## config.mk

```make
export PLATFORM = sky130hd
export DESIGN_NAME = pulse_rate_averager
export DESIGN_NICKNAME = d
export VERILOG_FILES = /design/src/hw/rtl/pra_pkg.sv /design/src/hw/rtl/pra_serial_div.sv /design/src/hw/rtl/pulse_rate_averager.sv
export SDC_FILE = /design/constraint.sdc
export NUM_CORES = 1
export LEC_CHECK = 0
export ABC_AREA = 1
export BUFFER_PORTS_ARGS = -buffer_cell sky130_fd_sc_hd__buf_4
export CELL_PAD_IN_SITES_DETAIL_PLACEMENT = 1
export CELL_PAD_IN_SITES_GLOBAL_PLACEMENT = 1
export CORE_MARGIN = 1.5
export CORE_UTILIZATION = 50
export DETAILED_ROUTE_END_ITERATION = 10
export PLACE_DENSITY_LB_ADDON = 0.1
export SYNTH_ARGS = -nofsm -noshare
export SYNTH_HDL_FRONTEND = slang
export SYNTH_SLANG_ARGS = --single-unit
```

## constraint.sdc

```tcl
create_clock -name clock -period 11.7 [get_ports clock]
set_clock_uncertainty 0.05 [all_clocks]
set_input_delay 2.34 -clock clock [delete_from_list [all_inputs] [get_ports clock]]
set_output_delay 2.34 -clock clock [all_outputs]
set_load 0.02 [all_outputs]
```

## src/hw/rtl/pra_pkg.sv

```systemverilog
`timescale 1ns / 1ps
`default_nettype none
package pra_pkg;

   // ring of kept rates
   localparam int AVG_DEPTH = 4;
   localparam int RATE_W    = 8;
   localparam int SLOT_W    = (AVG_DEPTH > 1) ? $clog2(AVG_DEPTH) : 1;
   localparam int FILL_W    = $clog2(AVG_DEPTH + 1);
   localparam int SUM_W     = RATE_W + FILL_W;

   // input and register fields
   localparam int IR_W   = 18;
   localparam int TIME_W = 32;

   // beat interval window, ms
   localparam int MIN_INTERVAL_MS = 245;
   localparam int MAX_INTERVAL_MS = 1999;
   localparam int MS_PER_MINUTE   = 60000;
   localparam int THRESHOLD_RESET = 50000;

   // shared bit-serial divider
   localparam int DIVIDEND_W = 16;
   localparam int DIVISOR_W  = 11;
   localparam int DIV_CNT_W  = $clog2(DIVIDEND_W);

   typedef struct packed {
      logic                  done;
      logic [DIVIDEND_W-1:0] quotient;
   } div_result_type;

endpackage
`default_nettype wire

```

## src/hw/rtl/pra_serial_div.sv

```systemverilog
`timescale 1ns / 1ps
`default_nettype none
module pra_serial_div (
   input  wire logic                           clock,
   input  wire logic                           reset,
   input  wire logic                           start,
   input  wire logic [pra_pkg::DIVIDEND_W-1:0] dividend,
   input  wire logic [pra_pkg::DIVISOR_W-1:0]  divisor,
   output pra_pkg::div_result_type             result
);

   logic                           busy_ff, busy_in;
   logic                           done_ff, done_in;
   logic [pra_pkg::DIV_CNT_W-1:0]  count_ff, count_in;
   logic [pra_pkg::DIVIDEND_W-1:0] quo_ff, quo_in;
   logic [pra_pkg::DIVISOR_W-1:0]  rem_ff, rem_in;
   logic [pra_pkg::DIVISOR_W-1:0]  dsr_ff, dsr_in;
   logic [pra_pkg::DIVISOR_W:0]    shifted;
   logic [pra_pkg::DIVISOR_W:0]    diff;
   logic                           fits;

   // restoring division, one quotient bit per cycle, MSB first
   always_comb begin
      shifted = {rem_ff, quo_ff[pra_pkg::DIVIDEND_W-1]};
      diff    = shifted - {1'b0, dsr_ff};
      fits    = (shifted >= {1'b0, dsr_ff});

      busy_in  = busy_ff;
      done_in  = 1'b0;
      count_in = count_ff;
      quo_in   = quo_ff;
      rem_in   = rem_ff;
      dsr_in   = dsr_ff;

      if (start) begin
         busy_in  = 1'b1;
         count_in = pra_pkg::DIV_CNT_W'(pra_pkg::DIVIDEND_W - 1);
         quo_in   = dividend;
         rem_in   = '0;
         dsr_in   = divisor;
      end else if (busy_ff) begin
         quo_in   = {quo_ff[pra_pkg::DIVIDEND_W-2:0], fits};
         rem_in   = fits ? diff[pra_pkg::DIVISOR_W-1:0] : shifted[pra_pkg::DIVISOR_W-1:0];
         count_in = count_ff - 1'b1;
         if (count_ff == '0) begin
            busy_in = 1'b0;
            done_in = 1'b1;
         end
      end
   end

   always_ff @(posedge clock) begin
      if (reset) begin
         busy_ff <= 1'b0;
         done_ff <= 1'b0;
      end else begin
         busy_ff <= busy_in;
         done_ff <= done_in;
      end
      count_ff <= count_in;
      quo_ff   <= quo_in;
      rem_ff   <= rem_in;
      dsr_ff   <= dsr_in;
   end

   assign result = {done_ff, quo_ff};

endmodule
`default_nettype wire

```

## src/hw/rtl/pulse_rate_averager.sv

```systemverilog
`timescale 1ns / 1ps
`default_nettype none
// Pulse rate averager. Each req word is one optical sample (IR level, beat flag, ms time);
// each gives exactly one rsp word with status, rolling average bpm and the finger flag.
// A sample with no beat, or with the first beat after a clear, goes from acceptance
// through an evaluate step to a finish step that loads the rsp register; a later beat
// passes a check step, and one whose interval falls outside 245..1999 ms then goes to
// the finish step. A kept beat computes the rate 60000/interval and then the average
// sum/fill; both go through one shared bit-serial divider that produces one quotient
// bit per cycle and then flags completion.
// One sample is worked on at a time; a finished result waits in the rsp register while the
// next sample is already taken, and that sample holds in its last step until the rsp
// register is free. Register 0 (sensor_online) and 1 (finger_threshold) are to be written
// through the csr channel only while idle; the block itself does not enforce it.
module pulse_rate_averager (
   input  wire logic        clock,
   input  wire logic        reset,
   input  wire logic        req_tvalid,
   output logic             req_tready,
   input  wire logic [55:0] req_tdata,   // ir_level[17:0], now_ms[49:18], zero pad
   input  wire logic        req_tuser,   // beat_seen
   output logic             rsp_tvalid,
   input  wire logic        rsp_tready,
   output logic [15:0]      rsp_tdata,   // avg_bpm[7:0], finger_present[8], zero pad
   output logic [1:0]       rsp_tuser,   // status
   input  wire logic        csr_valid,
   output logic             csr_ready,
   input  wire logic        csr_index,
   input  wire logic [17:0] csr_data
);

   localparam logic [2:0] S_IDLE    = 3'd0;
   localparam logic [2:0] S_EVAL    = 3'd1;
   localparam logic [2:0] S_CHECK   = 3'd2;
   localparam logic [2:0] S_DIV_BPM = 3'd3;
   localparam logic [2:0] S_SUM     = 3'd4;
   localparam logic [2:0] S_DIV_AVG = 3'd5;
   localparam logic [2:0] S_FINISH  = 3'd6;

   localparam logic [1:0] STATUS_OFFLINE     = 2'd0;
   localparam logic [1:0] STATUS_NO_FINGER   = 2'd1;
   localparam logic [1:0] STATUS_CALIBRATING = 2'd2;
   localparam logic [1:0] STATUS_VALID       = 2'd3;

   localparam logic CSR_SENSOR_ONLINE    = 1'b0;
   localparam logic CSR_FINGER_THRESHOLD = 1'b1;

   logic [2:0] state_ff, state_in;

   logic                           online_ff, online_in;
   logic [pra_pkg::IR_W-1:0]       thr_ff, thr_in;

   logic [pra_pkg::IR_W-1:0]       ir_ff, ir_in;
   logic                           beat_ff, beat_in;
   logic [pra_pkg::TIME_W-1:0]     now_ff, now_in;
   logic [pra_pkg::TIME_W-1:0]     interval_ff, interval_in;

   logic [pra_pkg::RATE_W-1:0]     ring_ff [pra_pkg::AVG_DEPTH];
   logic [pra_pkg::RATE_W-1:0]     ring_in [pra_pkg::AVG_DEPTH];
   logic [pra_pkg::SLOT_W-1:0]     slot_ff, slot_in;
   logic [pra_pkg::FILL_W-1:0]     fill_ff, fill_in;
   logic [pra_pkg::TIME_W-1:0]     last_ff, last_in;
   logic                           beat_valid_ff, beat_valid_in;
   logic [pra_pkg::RATE_W-1:0]     average_ff, average_in;
   logic                           finger_ff, finger_in;

   logic                           rsp_valid_ff, rsp_valid_in;
   logic [1:0]                     rsp_status_ff, rsp_status_in;
   logic [pra_pkg::RATE_W-1:0]     rsp_avg_ff, rsp_avg_in;
   logic                           rsp_finger_ff, rsp_finger_in;

   logic [pra_pkg::SUM_W-1:0]      ring_sum;
   logic                           div_start;
   logic [pra_pkg::DIVIDEND_W-1:0] div_dividend;
   logic [pra_pkg::DIVISOR_W-1:0]  div_divisor;
   pra_pkg::div_result_type        div_result;

   pra_serial_div u_div (
      .clock    (clock),
      .reset    (reset),
      .start    (div_start),
      .dividend (div_dividend),
      .divisor  (div_divisor),
      .result   (div_result)
   );

   assign req_tready = (state_ff == S_IDLE);
   assign csr_ready  = 1'b1;

   always_comb begin
      ring_sum = '0;
      for (int k = 0; k < pra_pkg::AVG_DEPTH; k++) begin
         ring_sum = ring_sum + pra_pkg::SUM_W'(ring_ff[k]);
      end
   end

   always_comb begin
      state_in      = state_ff;
      online_in     = online_ff;
      thr_in        = thr_ff;
      ir_in         = ir_ff;
      beat_in       = beat_ff;
      now_in        = now_ff;
      interval_in   = interval_ff;
      ring_in       = ring_ff;
      slot_in       = slot_ff;
      fill_in       = fill_ff;
      last_in       = last_ff;
      beat_valid_in = beat_valid_ff;
      average_in    = average_ff;
      finger_in     = finger_ff;
      rsp_valid_in  = rsp_valid_ff && !rsp_tready;
      rsp_status_in = rsp_status_ff;
      rsp_avg_in    = rsp_avg_ff;
      rsp_finger_in = rsp_finger_ff;
      div_start     = 1'b0;
      div_dividend  = pra_pkg::DIVIDEND_W'(pra_pkg::MS_PER_MINUTE);
      div_divisor   = interval_ff[pra_pkg::DIVISOR_W-1:0];

      if (csr_valid) begin
         case (csr_index)
            CSR_SENSOR_ONLINE:    online_in = csr_data[0];
            CSR_FINGER_THRESHOLD: thr_in    = csr_data;
            default: ;
         endcase
      end

      case (state_ff)
         S_IDLE: begin
            if (req_tvalid) begin
               ir_in    = req_tdata[17:0];
               now_in   = req_tdata[49:18];
               beat_in  = req_tuser;
               state_in = S_EVAL;
            end
         end
         S_EVAL: begin
            state_in = S_FINISH;
            if (!online_ff || (ir_ff < thr_ff)) begin
               finger_in = 1'b0;
               for (int k = 0; k < pra_pkg::AVG_DEPTH; k++) begin
                  ring_in[k] = '0;
               end
               slot_in       = '0;
               fill_in       = '0;
               last_in       = '0;
               beat_valid_in = 1'b0;
               average_in    = '0;
            end else begin
               finger_in = 1'b1;
               if (beat_ff) begin
                  last_in = now_ff;
                  if (!beat_valid_ff) begin
                     beat_valid_in = 1'b1;
                  end else begin
                     interval_in = now_ff - last_ff;
                     state_in    = S_CHECK;
                  end
               end
            end
         end
         S_CHECK: begin
            if ((interval_ff >= pra_pkg::TIME_W'(pra_pkg::MIN_INTERVAL_MS)) &&
                (interval_ff <= pra_pkg::TIME_W'(pra_pkg::MAX_INTERVAL_MS))) begin
               div_start = 1'b1;
               state_in  = S_DIV_BPM;
            end else begin
               state_in = S_FINISH;
            end
         end
         S_DIV_BPM: begin
            if (div_result.done) begin
               ring_in[slot_ff] = div_result.quotient[pra_pkg::RATE_W-1:0];
               slot_in = (slot_ff == pra_pkg::SLOT_W'(pra_pkg::AVG_DEPTH - 1)) ?
                         '0 : slot_ff + 1'b1;
               if (fill_ff < pra_pkg::FILL_W'(pra_pkg::AVG_DEPTH)) begin
                  fill_in = fill_ff + 1'b1;
               end
               state_in = S_SUM;
            end
         end
         S_SUM: begin
            // entries past the fill count are still zero, so the whole ring sums
            div_start    = 1'b1;
            div_dividend = pra_pkg::DIVIDEND_W'(ring_sum);
            div_divisor  = pra_pkg::DIVISOR_W'(fill_ff);
            state_in     = S_DIV_AVG;
         end
         S_DIV_AVG: begin
            if (div_result.done) begin
               average_in = div_result.quotient[pra_pkg::RATE_W-1:0];
               state_in   = S_FINISH;
            end
         end
         S_FINISH: begin
            if (!rsp_valid_ff || rsp_tready) begin
               rsp_valid_in  = 1'b1;
               rsp_avg_in    = average_ff;
               rsp_finger_in = finger_ff;
               if (!online_ff) begin
                  rsp_status_in = STATUS_OFFLINE;
               end else if (!finger_ff) begin
                  rsp_status_in = STATUS_NO_FINGER;
               end else if (average_ff == '0) begin
                  rsp_status_in = STATUS_CALIBRATING;
               end else begin
                  rsp_status_in = STATUS_VALID;
               end
               state_in = S_IDLE;
            end
         end
         default: state_in = S_IDLE;
      endcase
   end

   always_ff @(posedge clock) begin
      if (reset) begin
         state_ff      <= S_IDLE;
         online_ff     <= 1'b1;
         thr_ff        <= pra_pkg::IR_W'(pra_pkg::THRESHOLD_RESET);
         for (int k = 0; k < pra_pkg::AVG_DEPTH; k++) begin
            ring_ff[k] <= '0;
         end
         slot_ff       <= '0;
         fill_ff       <= '0;
         last_ff       <= '0;
         beat_valid_ff <= 1'b0;
         average_ff    <= '0;
         finger_ff     <= 1'b0;
         rsp_valid_ff  <= 1'b0;
      end else begin
         state_ff      <= state_in;
         online_ff     <= online_in;
         thr_ff        <= thr_in;
         ring_ff       <= ring_in;
         slot_ff       <= slot_in;
         fill_ff       <= fill_in;
         last_ff       <= last_in;
         beat_valid_ff <= beat_valid_in;
         average_ff    <= average_in;
         finger_ff     <= finger_in;
         rsp_valid_ff  <= rsp_valid_in;
      end
      ir_ff         <= ir_in;
      beat_ff       <= beat_in;
      now_ff        <= now_in;
      interval_ff   <= interval_in;
      rsp_status_ff <= rsp_status_in;
      rsp_avg_ff    <= rsp_avg_in;
      rsp_finger_ff <= rsp_finger_in;
   end

   assign rsp_tvalid = rsp_valid_ff;
   assign rsp_tuser  = rsp_status_ff;
   assign rsp_tdata  = {7'd0, rsp_finger_ff, rsp_avg_ff};

   a_fill_bounded: assert property (@(posedge clock) disable iff (reset)
      fill_ff <= pra_pkg::FILL_W'(pra_pkg::AVG_DEPTH))
      else $error("fill count beyond ring depth");

   a_slot_tracks_fill: assert property (@(posedge clock) disable iff (reset)
      (fill_ff < pra_pkg::FILL_W'(pra_pkg::AVG_DEPTH)) |->
      (pra_pkg::FILL_W'(slot_ff) == fill_ff))
      else $error("write slot out of step with fill count");

   a_avg_needs_fill: assert property (@(posedge clock) disable iff (reset)
      (average_ff != '0) |-> (fill_ff != '0) && finger_ff)
      else $error("average held with empty ring");

   a_valid_status: assert property (@(posedge clock) disable iff (reset)
      rsp_valid_ff && (rsp_status_ff == STATUS_VALID) |->
      rsp_finger_ff && (rsp_avg_ff != '0))
      else $error("valid status without finger or average");

endmodule
`default_nettype wire
```

==> results of run 1 <==
-- kinds of logic after synthesis --
group | count (synthesis) | synth area share (%)
compound gates | 267 | 11.86
buf+inv | 283 | 9.053
other cells | 2 | 0.05952
flops | 240 | 47.67
simple gates | 543 | 18.73
xor+xnor | 35 | 2.429
fa+ha+maj | 92 | 10.19
-- cell type report --
class                   instances  area share (%)
inverters                     235           6.132
repair buffers                 91           4.749
clock inverters                15           1.096
well taps                     324           2.818
flip-flops and latches        240           41.82
clock buffers                  35           5.192
multi-input cells             945           38.20
-- where the power goes --
| group | internal [mW] | switching [mW] |
|---|---|---|
| combinational | 0.301 | 0.664 |
| sequential | 1.07 | 0.0759 |
| clock | 0.517 | 0.354 |
| total | 1.89 | 1.09 |
-- worst register-to-register path, stage by stage, from the launching register on --
cell and delay [ps]:
dfxtp_1 330, inv_1 60, fa_1 590, fa_1 430, inv_1 70, ha_1 170
inv_1 60, fa_1 380, nor2_1 180, o21ai_0 100, nand2_1 90, nand2_1 80
nand2_1 70, a21oi_1 80, nor2_1 140, nor2_1 60, nand2_1 70, o21ai_0 90
-- worst paths after layout --
kind | from | endpoint | slack, ps
setup / recovery | reset | finger_ff | 7650
hold / removal | thr_ff[17] | thr_ff[17] | 410
setup reg to reg | ring_ff[1] | u_div.quo_ff[7] | 8330
hold reg to reg | thr_ff[17] | thr_ff[17] | 410
-- stage by stage --
stage / std cells / area [um2] / hold WS, ps
3_5_place_dp: 1835 / 13480 / 403.5
4_1_cts: 1885 / 14390 / 413.7
5_1_grt: 1885 / 14390 / 424.5
6_report: 1885 / 14390 / 409.3
3_3_place_gp: 1835 / 13480 / 398.3
2_1_floorplan: 1468 / 12640 / 381.3
-- Yosys cell counts (all sizes together) (6+ instances only) --
master / n
o211ai: 13
xnor2: 9
nor3: 9
nor2: 120
a21oi: 143
dfxtp: 119
a21boi: 6
clkbuf: 19
a31oi: 6
o21bai: 7
a21o: 8
fa: 18
nand3: 117
o21ai: 67
ha: 74
or2: 7
nand2: 276
o21a: 6
inv: 235
buf: 29
edfxtp: 121
xor2: 26
-- state kept, by name, indices dropped and copies added (netlist names), 2 cells and up --
name / cells
thr_ff: 18
interval_ff: 32
ring_ff: 32
last_ff: 32
u_div.quo_ff: 16
rsp_tuser: 2
u_div.count_ff: 4
now_ff: 32
u_div.dsr_ff: 11
u_div.rem_ff: 11
fill_ff: 3
rsp_avg_ff: 8
state_ff: 3
slot_ff: 2
ir_ff: 18
average_ff: 8
-- metal layers --
metal  wire, um  vias to the layer above  share of wire, %
met5          0                        -                 0
met4        804                        0               2.4
met2      16630                      175                50
met1      14540                     4961                44
li1           -                     4949                 -
met3       1118                       58               3.4
==> metrics, run 1 <==
outcome=finished clean; synthesized area=12620 um2; grt peak-use layer=met2; area grow syn2layout=14.01%; Post-Syn Area per Cell=roughly 8.6 um2; GR Util met3=under 10%; Tot GR Track Use=roughly a quarter; IO buf count=between 80 and 90; DR WL/cell=between 15 and 20 um; post-CTS setup buffer count=0; most frequent cells in the layout=267 x nand2_1, 228 x inv_1, 142 x a21oi_1; worst path required time=12070 ps; row cnt=57; Ant. Diodes=0; setup ws final=between 7000 and 8000 ps; r2r worst-path depth=17; routing usage on met2=a little under half; number of flops mapped to enable cells by yosys=121; clk slew on worst S/H paths=60 ps; CTS Root Cell=clkbuf_16; vias per cell=roughly 5.4; RSZ-0062 raised after global routing=no; fillers=about 2.9k; Core Region=~25000 um2; first-pass GRT wire length=between 50000 and 60000 um; Top FF cell, synth=edfxtp_1; asr flop ratio synth=0%; critical path class=in -> reg; Least-Margin Pin Slew=around 1200 ps; Synth cell types=50; grt met1 use=between 30 and 40%; Power Dens Cells=between 200 and 250 nW/um2; dpl hpwl=22640 um; Final setup viols=0; critical path depth in cells=4; Synth area leaders=edfxtp_1 29%, dfxtp_1 19%, nand2_1 7.9%; H-tree lvl count=1; fin crit share=roughly 35%; register area=approximately 6000 um2; crit-path max FO=between 70 and 80; vias in the first global route=between 10k and 15k; maxcap violations=0; initial antenna violation count=0; area occupied by multi-input gates=~5500 um2; Net count, final=1713; sequential-to-total area share from yosys stat=a little under half; GPL Wtd Cong=around 0.85; max-slew violations=0; max incr delay on CP=about 800 ps; dpl ws=just over 7000 ps; VDD IR-drop max=0.1235 mV; relative slew slack=20.79%; crit start category=input pin; final hold violation count=0; Slowest-stage cell, CP=inv_1; Die Ht=~160 um; clock tree sinks=240; delay-heaviest family, CP=buffers and inverters; Num CTS Buffers=27; shortest period the worst path allows=around 4000 ps; Synth Instances=1462; CTS tree=yes; Leak=5.856 nW; worst path cell trace=buf_4 > inv_1 > nand2_1 > a21oi_1; Resized cells post-CTS=0; hold path depth=2; DRT iter0 DRCs=594; CP Capture Type=register; synth warn=0; CP arrival=4410 ps; Detail Route Antenna Nets=0; die width=around 160 um; via count=approximately 10k; Fmax=247.2 MHz; worst path bufs/invs=2; final wirelength=about 33000 um; clock latency at the later pin of the worst-skew pair=approximately 550 ps; Synth area leader=edfxtp_1; largest net degree at the start of global routing=75; initial cell density of the core=a little over 50%; setup TNS=0 ps; grt total ovfl=0; full die area=about 26000 um2; Synth Register Bits=between 200 and 250; I/O Pins=102; commonest non-fill, non-tap cell in the layout=nand2_1; Longest Clk Path Bufs=3; Worst Hold Class=reg -> reg; layout cells sized above 1=between 10% and 20%; hold_buf cts=0; Design Power=~3.0 mW; final core occ=58.64%; drt first pass iters=7; Synth top area share=between 20 and 30%; Post-route DRC=0
(Power assumes the default switching activity.)
==> inputs of run 2 (changes only) <==
--- a/config.mk
+++ b/config.mk
@@ -10,7 +10,7 @@
 export CELL_PAD_IN_SITES_DETAIL_PLACEMENT = 1
 export CELL_PAD_IN_SITES_GLOBAL_PLACEMENT = 1
 export CORE_MARGIN = 1.5
-export CORE_UTILIZATION = 50
+export CORE_UTILIZATION = 42
 export DETAILED_ROUTE_END_ITERATION = 10
 export PLACE_DENSITY_LB_ADDON = 0.1
 export SYNTH_ARGS = -nofsm -noshare
==> constraint.sdc (replaced) <==
create_clock -name clock -period 3.6 [get_ports clock]
set_clock_uncertainty 0.05 [all_clocks]
set_input_delay 0.72 -clock clock [delete_from_list [all_inputs] [get_ports clock]]
set_output_delay 0.72 -clock clock [all_outputs]
set_load 0.02 [all_outputs]
==> metrics, run 2 (synthesis gave the netlist of run 1 again) <==
clock latency at the later pin of the worst-skew pair=560 ps (about the same); initial cell density of the core=42.57% (-8.9 points); setup TNS=0 ps (unchanged); worst path required time=3840 ps (-8230 ps); Least-Margin Pin Slew=868.7 ps (-318.1 ps); CTS Root Cell=clkbuf_16; DR WL/cell=16.19 um (-7.8%); I/O Pins=102 (unchanged); Design Power=9.961 mW (+230%); crit-path max FO=2 (-97%); first-pass GRT wire length=52280 um (-4.4%); area occupied by multi-input gates=5502 um2 (+0.11%); drt first pass iters=5 (-2); IO buf count=87 (unchanged); vias in the first global route=10.37k (-5.4%); final core occ=49.35% (-9.3 points); die width=176.3 um (+8.9%); clock tree sinks=240 (unchanged); setup ws final=294.1 ps (-7360 ps); CTS tree=yes; Ant. Diodes=0 (unchanged); Power Dens Cells=681.1 nW/um2 (+230%); Num CTS Buffers=28 (+3.7%); crit start category=register; Hold WS=287.2 ps (-122.1 ps); CP arrival=3550 ps (-860 ps); final non-filler cell area=14630 um2 (+1.7%); Detail Route Antenna Nets=0 (unchanged); grt total ovfl=0 (unchanged); Longest Clk Path Bufs=3 (unchanged); final wirelength=31700 um (-4.2%); row cnt=63 (+11%); final cell count without fillers=1958 (+3.9%); Post-route DRC=0 (unchanged); layout cells sized above 1=11.48% (+0.40 points); Core Region=29640 um2 (+21%); critical path class=reg -> reg; dpl hpwl=22660 um (+0.12%); dpl ws=297.0 ps (-6912 ps); largest net degree at the start of global routing=52 (-31%); H-tree lvl count=1 (unchanged); hold_buf cts=0 (unchanged); Die Ht=176.3 um (+8.9%); Tot GR Track Use=20.83% (-5.2 points); maxcap violations=0 (unchanged); DRT iter0 DRCs=414 (-30%); outcome=finished clean; commonest non-fill, non-tap cell in the layout=nand2_1; area grow syn2layout=15.90%; vias per cell=5.064 (-5.9%); VDD IR-drop max=0.4311 mV (+250%); Final setup viols=0 (unchanged); Resized cells post-CTS=0 (unchanged); initial antenna violation count=0 (unchanged); Post-Place Cells=1906 (+3.9%); Net count, final=1719 (+0.35%); RSZ-0062 raised after global routing=no; fin crit share=91.83%; CP Capture Type=register; max-slew violations=0 (unchanged); via count=9915 (-2.2%); fillers=3559 (+21%); GPL Wtd Cong=0.8002 (-5.8%); final hold violation count=0 (unchanged); register area=6016 um2 (unchanged); Fmax=between 300 and 400 MHz; Leak=5.931 nW (+1.3%); relative slew slack=41.87% (+21 points); post-CTS setup buffer count=0 (unchanged); area of placed instances=13610 um2 (+0.94%); clk slew on worst S/H paths=60 ps (about the same); full die area=31090 um2 (+19%); shortest period the worst path allows=3306 ps; most frequent cells in the layout=267 x nand2_1, 228 x inv_1, 142 x a21oi_1; Worst Hold Class=in -> reg
[run 2: changes by cell type in the layout (fill, tap and decap cells not counted), sizes merged]
cell | before | now
clkinv | 8 | 10
clkinvlp | 2 | 4
bufinv | 3 | 7
buf | 91 | 96
clkbuf | 35 | 31
inv | 237 | 235
[run 2: path summary, 6_finish.rpt]
path / from / end / slack [ps] / depth (start not counted)
worst max-delay path: ring_ff[1] / u_div.quo_ff[7] / 290 / 17
worst min-delay path: req_tdata[2] / ir_ff[2] / 290 / 1
worst max register to register: ring_ff[1] / u_div.quo_ff[7] / 290 / 17
worst min register to register: ring_ff[30] / ring_ff[30] / 410 / 2
[run 2: area by class of cell]
class / instances / area share, %
Sequential cell: 240 / 41.13
Timing Repair Buffer: 96 / 4.928
Clock inverter: 21 / 2.019
Inverter: 235 / 6.031
Multi-Input combinational cell: 945 / 37.62
Tap cell: 390 / 3.336
Clock buffer: 31 / 4.936
[run 2: report_power, final]
part,internal [mW],switching [mW],total (mW)
Combinational,0.991,2.13,3.12
Clock,1.94,1.18,3.12
Sequential,3.47,0.250,3.72
Total,6.41,3.55,9.96
[run 2: routing by layer]
layer | vias to the layer above | wire length, um | global-route usage (%)
li1 | 4959 | - | -
met5 | - | 0 | 0
met1 | 4759 | 15410 | 28.82
met3 | 39 | 1284 | 2.972
met2 | 158 | 14520 | 34.45
met4 | 0 | 474 | 4.908
[run 2: critical path, stage by stage (launching register included)]
cell     delay [ps]
dfxtp_1         330
inv_1            60
fa_1            560
fa_1            410
inv_1            70
ha_1            190
inv_1            70
fa_1            390
nor2_1          170
o21ai_0         110
nand2_1         100
nand2_1          70
nand2_1          70
a21oi_1          80
nor2_1          130
nor2_1           50
nand2_1          70
o21ai_0          60
==> inputs of run 3 (changes only) <==
--- a/config.mk
+++ b/config.mk
@@ -9,10 +9,9 @@
 export BUFFER_PORTS_ARGS = -buffer_cell sky130_fd_sc_hd__buf_4
 export CELL_PAD_IN_SITES_DETAIL_PLACEMENT = 1
 export CELL_PAD_IN_SITES_GLOBAL_PLACEMENT = 1
-export CORE_MARGIN = 1.5
 export CORE_UTILIZATION = 42
 export DETAILED_ROUTE_END_ITERATION = 10
-export PLACE_DENSITY_LB_ADDON = 0.1
+export PLACE_DENSITY_LB_ADDON = 0.05
 export SYNTH_ARGS = -nofsm -noshare
 export SYNTH_HDL_FRONTEND = slang
 export SYNTH_SLANG_ARGS = --single-unit
==> metrics, run 3 (synthesis gave the netlist of run 1 again) <==
DRT iter0 DRCs=388 (-6.3%); Ant. Diodes=0 (unchanged); shortest period the worst path allows=3244 ps (-61.49 ps); relative slew slack=38.15% (-3.7 points); IO buf count=87 (unchanged); GPL Wtd Cong=0.8153 (+1.9%); CTS Root Cell=clkbuf_16; Least-Margin Pin Slew=924.3 ps (+55.66 ps); worst path cell trace=inv_1 > fa_1 > fa_1 > inv_1 > ha_1 > inv_1 > fa_1 > nor2_1 > o21ai_0 > nand2_1 > nand2_1 > nand2_1 > a21oi_1 > nor2_1 > nor2_1 > nand2_1 > o21ai_0; CP arrival=3490 ps (-60 ps); routing usage on met2=35.76% (+1.3 points); drt first pass iters=5 (unchanged); GR Util met3=2.662% (-0.31 points); I/O Pins=102 (unchanged); Leak=5.896 nW (-0.59%); CTS tree=yes; Fmax=308.2 MHz (+1.9%); max incr delay on CP=590 ps (+30 ps); post-CTS setup buffer count=0 (unchanged); register area=6016 um2 (unchanged); clock share of power=29.0% (-2.3 points); worst path bufs/invs=3 (unchanged); final wirelength=31700 um (about the same); Sw Pwr=3.505 mW (-1.3%); vias in the first global route=10.33k (-0.34%); fillers=3517 (-1.2%); grt peak-use layer=met2; Final setup viols=0 (unchanged); setup TNS=0 ps (unchanged); Tot GR Track Use=21.29% (+0.47 points); area grow syn2layout=15.07%; Core Region=29560 um2 (-0.27%); Hold WS=288.4 ps (+1.223 ps); final core occ=49.12% (-0.22 points); critical path class=reg -> reg; Longest Clk Path Bufs=3 (unchanged); Post-route DRC=0 (unchanged); die width=175.3 um (-0.57%); DR WL/cell=16.17 um (-0.15%); worst path required time=3840 ps (about the same); sw frac=36.47% (+0.80 points); RSZ-0062 raised after global routing=no; Num CTS Buffers=29 (+3.6%); initial antenna violation count=0 (unchanged); area occupied by multi-input gates=5502 um2 (unchanged); CP Capture Type=register; Detail Route Antenna Nets=0 (unchanged); fin crit share=90.12% (-1.7 points); most frequent cells in the layout=267 x nand2_1, 228 x inv_1, 142 x a21oi_1; Die Ht=175.3 um (-0.57%); layout cells sized above 1=11.33% (-0.15 points); crit start category=register; Resized cells post-CTS=0 (unchanged); commonest non-fill, non-tap cell in the layout=nand2_1; Internal Power=6.106 mW (-4.7%); Worst Hold Class=in -> reg; vias per cell=5.010 (-1.1%); Worst path most repeated cell=nand2_1; delay-heaviest family, CP=adder cells; grt total ovfl=0 (unchanged); hold_buf cts=0 (unchanged); Comb pwr share=32.3% (+1.0 points); H-tree lvl count=1 (unchanged); via count=9825 (-0.91%); row cnt=63 (unchanged); crit-path max FO=2 (unchanged); largest net degree at the start of global routing=73 (+40%); outcome=finished clean; full die area=30740 um2 (-1.1%); dpl hpwl=22830 um (+0.76%); grt met1 use=29.31% (+0.49 points); final hold violation count=0 (unchanged); VDD IR-drop max=0.4034 mV (-6.4%); initial cell density of the core=42.69% (+0.11 points); maxcap violations=0 (unchanged); Design Power=9.611 mW (-3.5%); Net count, final=1721 (+0.12%); clock latency at the later pin of the worst-skew pair=550 ps (about the same); register share of total power=38.6% (+1.2 points); Power Dens Cells=661.9 nW/um2 (-2.8%); max-slew violations=0 (unchanged); first-pass GRT wire length=52610 um (+0.63%); clk slew on worst S/H paths=60 ps (about the same); clock tree sinks=240 (unchanged); Slowest-stage cell, CP=fa_1
==> run 3: changes by cell type in the layout (fill, tap and decap cells not counted), sizes merged <==
| cell | change |
|---|---|
| buf | +1 |
| clkinvlp | -3 |
| inv | +1 |
| clkinv | -2 |
| clkbuf | +12 |
| bufinv | -6 |
==> run 3: path summary, 6_finish.rpt <==
kind / depth (start not counted) / to / slack, ps / from
worst max-delay path: 17 / u_div.quo_ff[7] / 360 / ring_ff[1]
worst min-delay path: 1 / now_ff[29] / 290 / req_tdata[47]
worst max register to register: 17 / u_div.quo_ff[7] / 360 / ring_ff[1]
worst min register to register: 2 / thr_ff[2] / 410 / thr_ff[2]
==> run 3: metrics by stage <==
step	area (um2)	setup slack, ps	cells
after floorplan	12650	24.41	1468
after global placement	13620	446.9	1907
after detailed placement	13620	367.4	1907
after CTS	14520	363.9	1961
after global routing	14520	49.08	1961
final	14520	355.6	1961
==> run 3: cell type report <==
class | instances | area share [%]
multi-input combinational | 945 | 37.89
sequential | 240 | 41.43
clock buffer | 43 | 5.644
tap | 390 | 3.361
timing repair buffer | 97 | 5.015
inverter | 235 | 6.075
clock inverter | 11 | 0.5860
==> run 3: power groups by stage <==
stage	combinational, mW	clock [mW]	sequential, mW
3_5_place_dp	3.13	0	3.76
3_3_place_gp	3.08	0	3.75
6_report	3.11	2.79	3.71
4_1_cts	3.16	2.87	3.72
5_1_grt	3.53	2.97	3.75
2_1_floorplan	2.27	0	3.69
==> run 3: worst reg2reg max path: cells and delay by family, from the launching register on <==
| family | cells | cell delay [ps] |
|---|---|---|
| buffers and inverters | 3 | 190 |
| flip-flops | 1 | 330 |
| adder cells (fa/ha/maj) | 4 | 1560 |
| AND/OR/NAND/NOR | 7 | 620 |
| AO/OA/AOI/OAI | 3 | 240 |
==> run 3: metal layers <==
layer / wire length [um] / up-vias
met5: 0 / -
met4: 529 / 0
met3: 1151 / 46
met2: 14700 / 131
met1: 15320 / 4698
li1: - / 4950
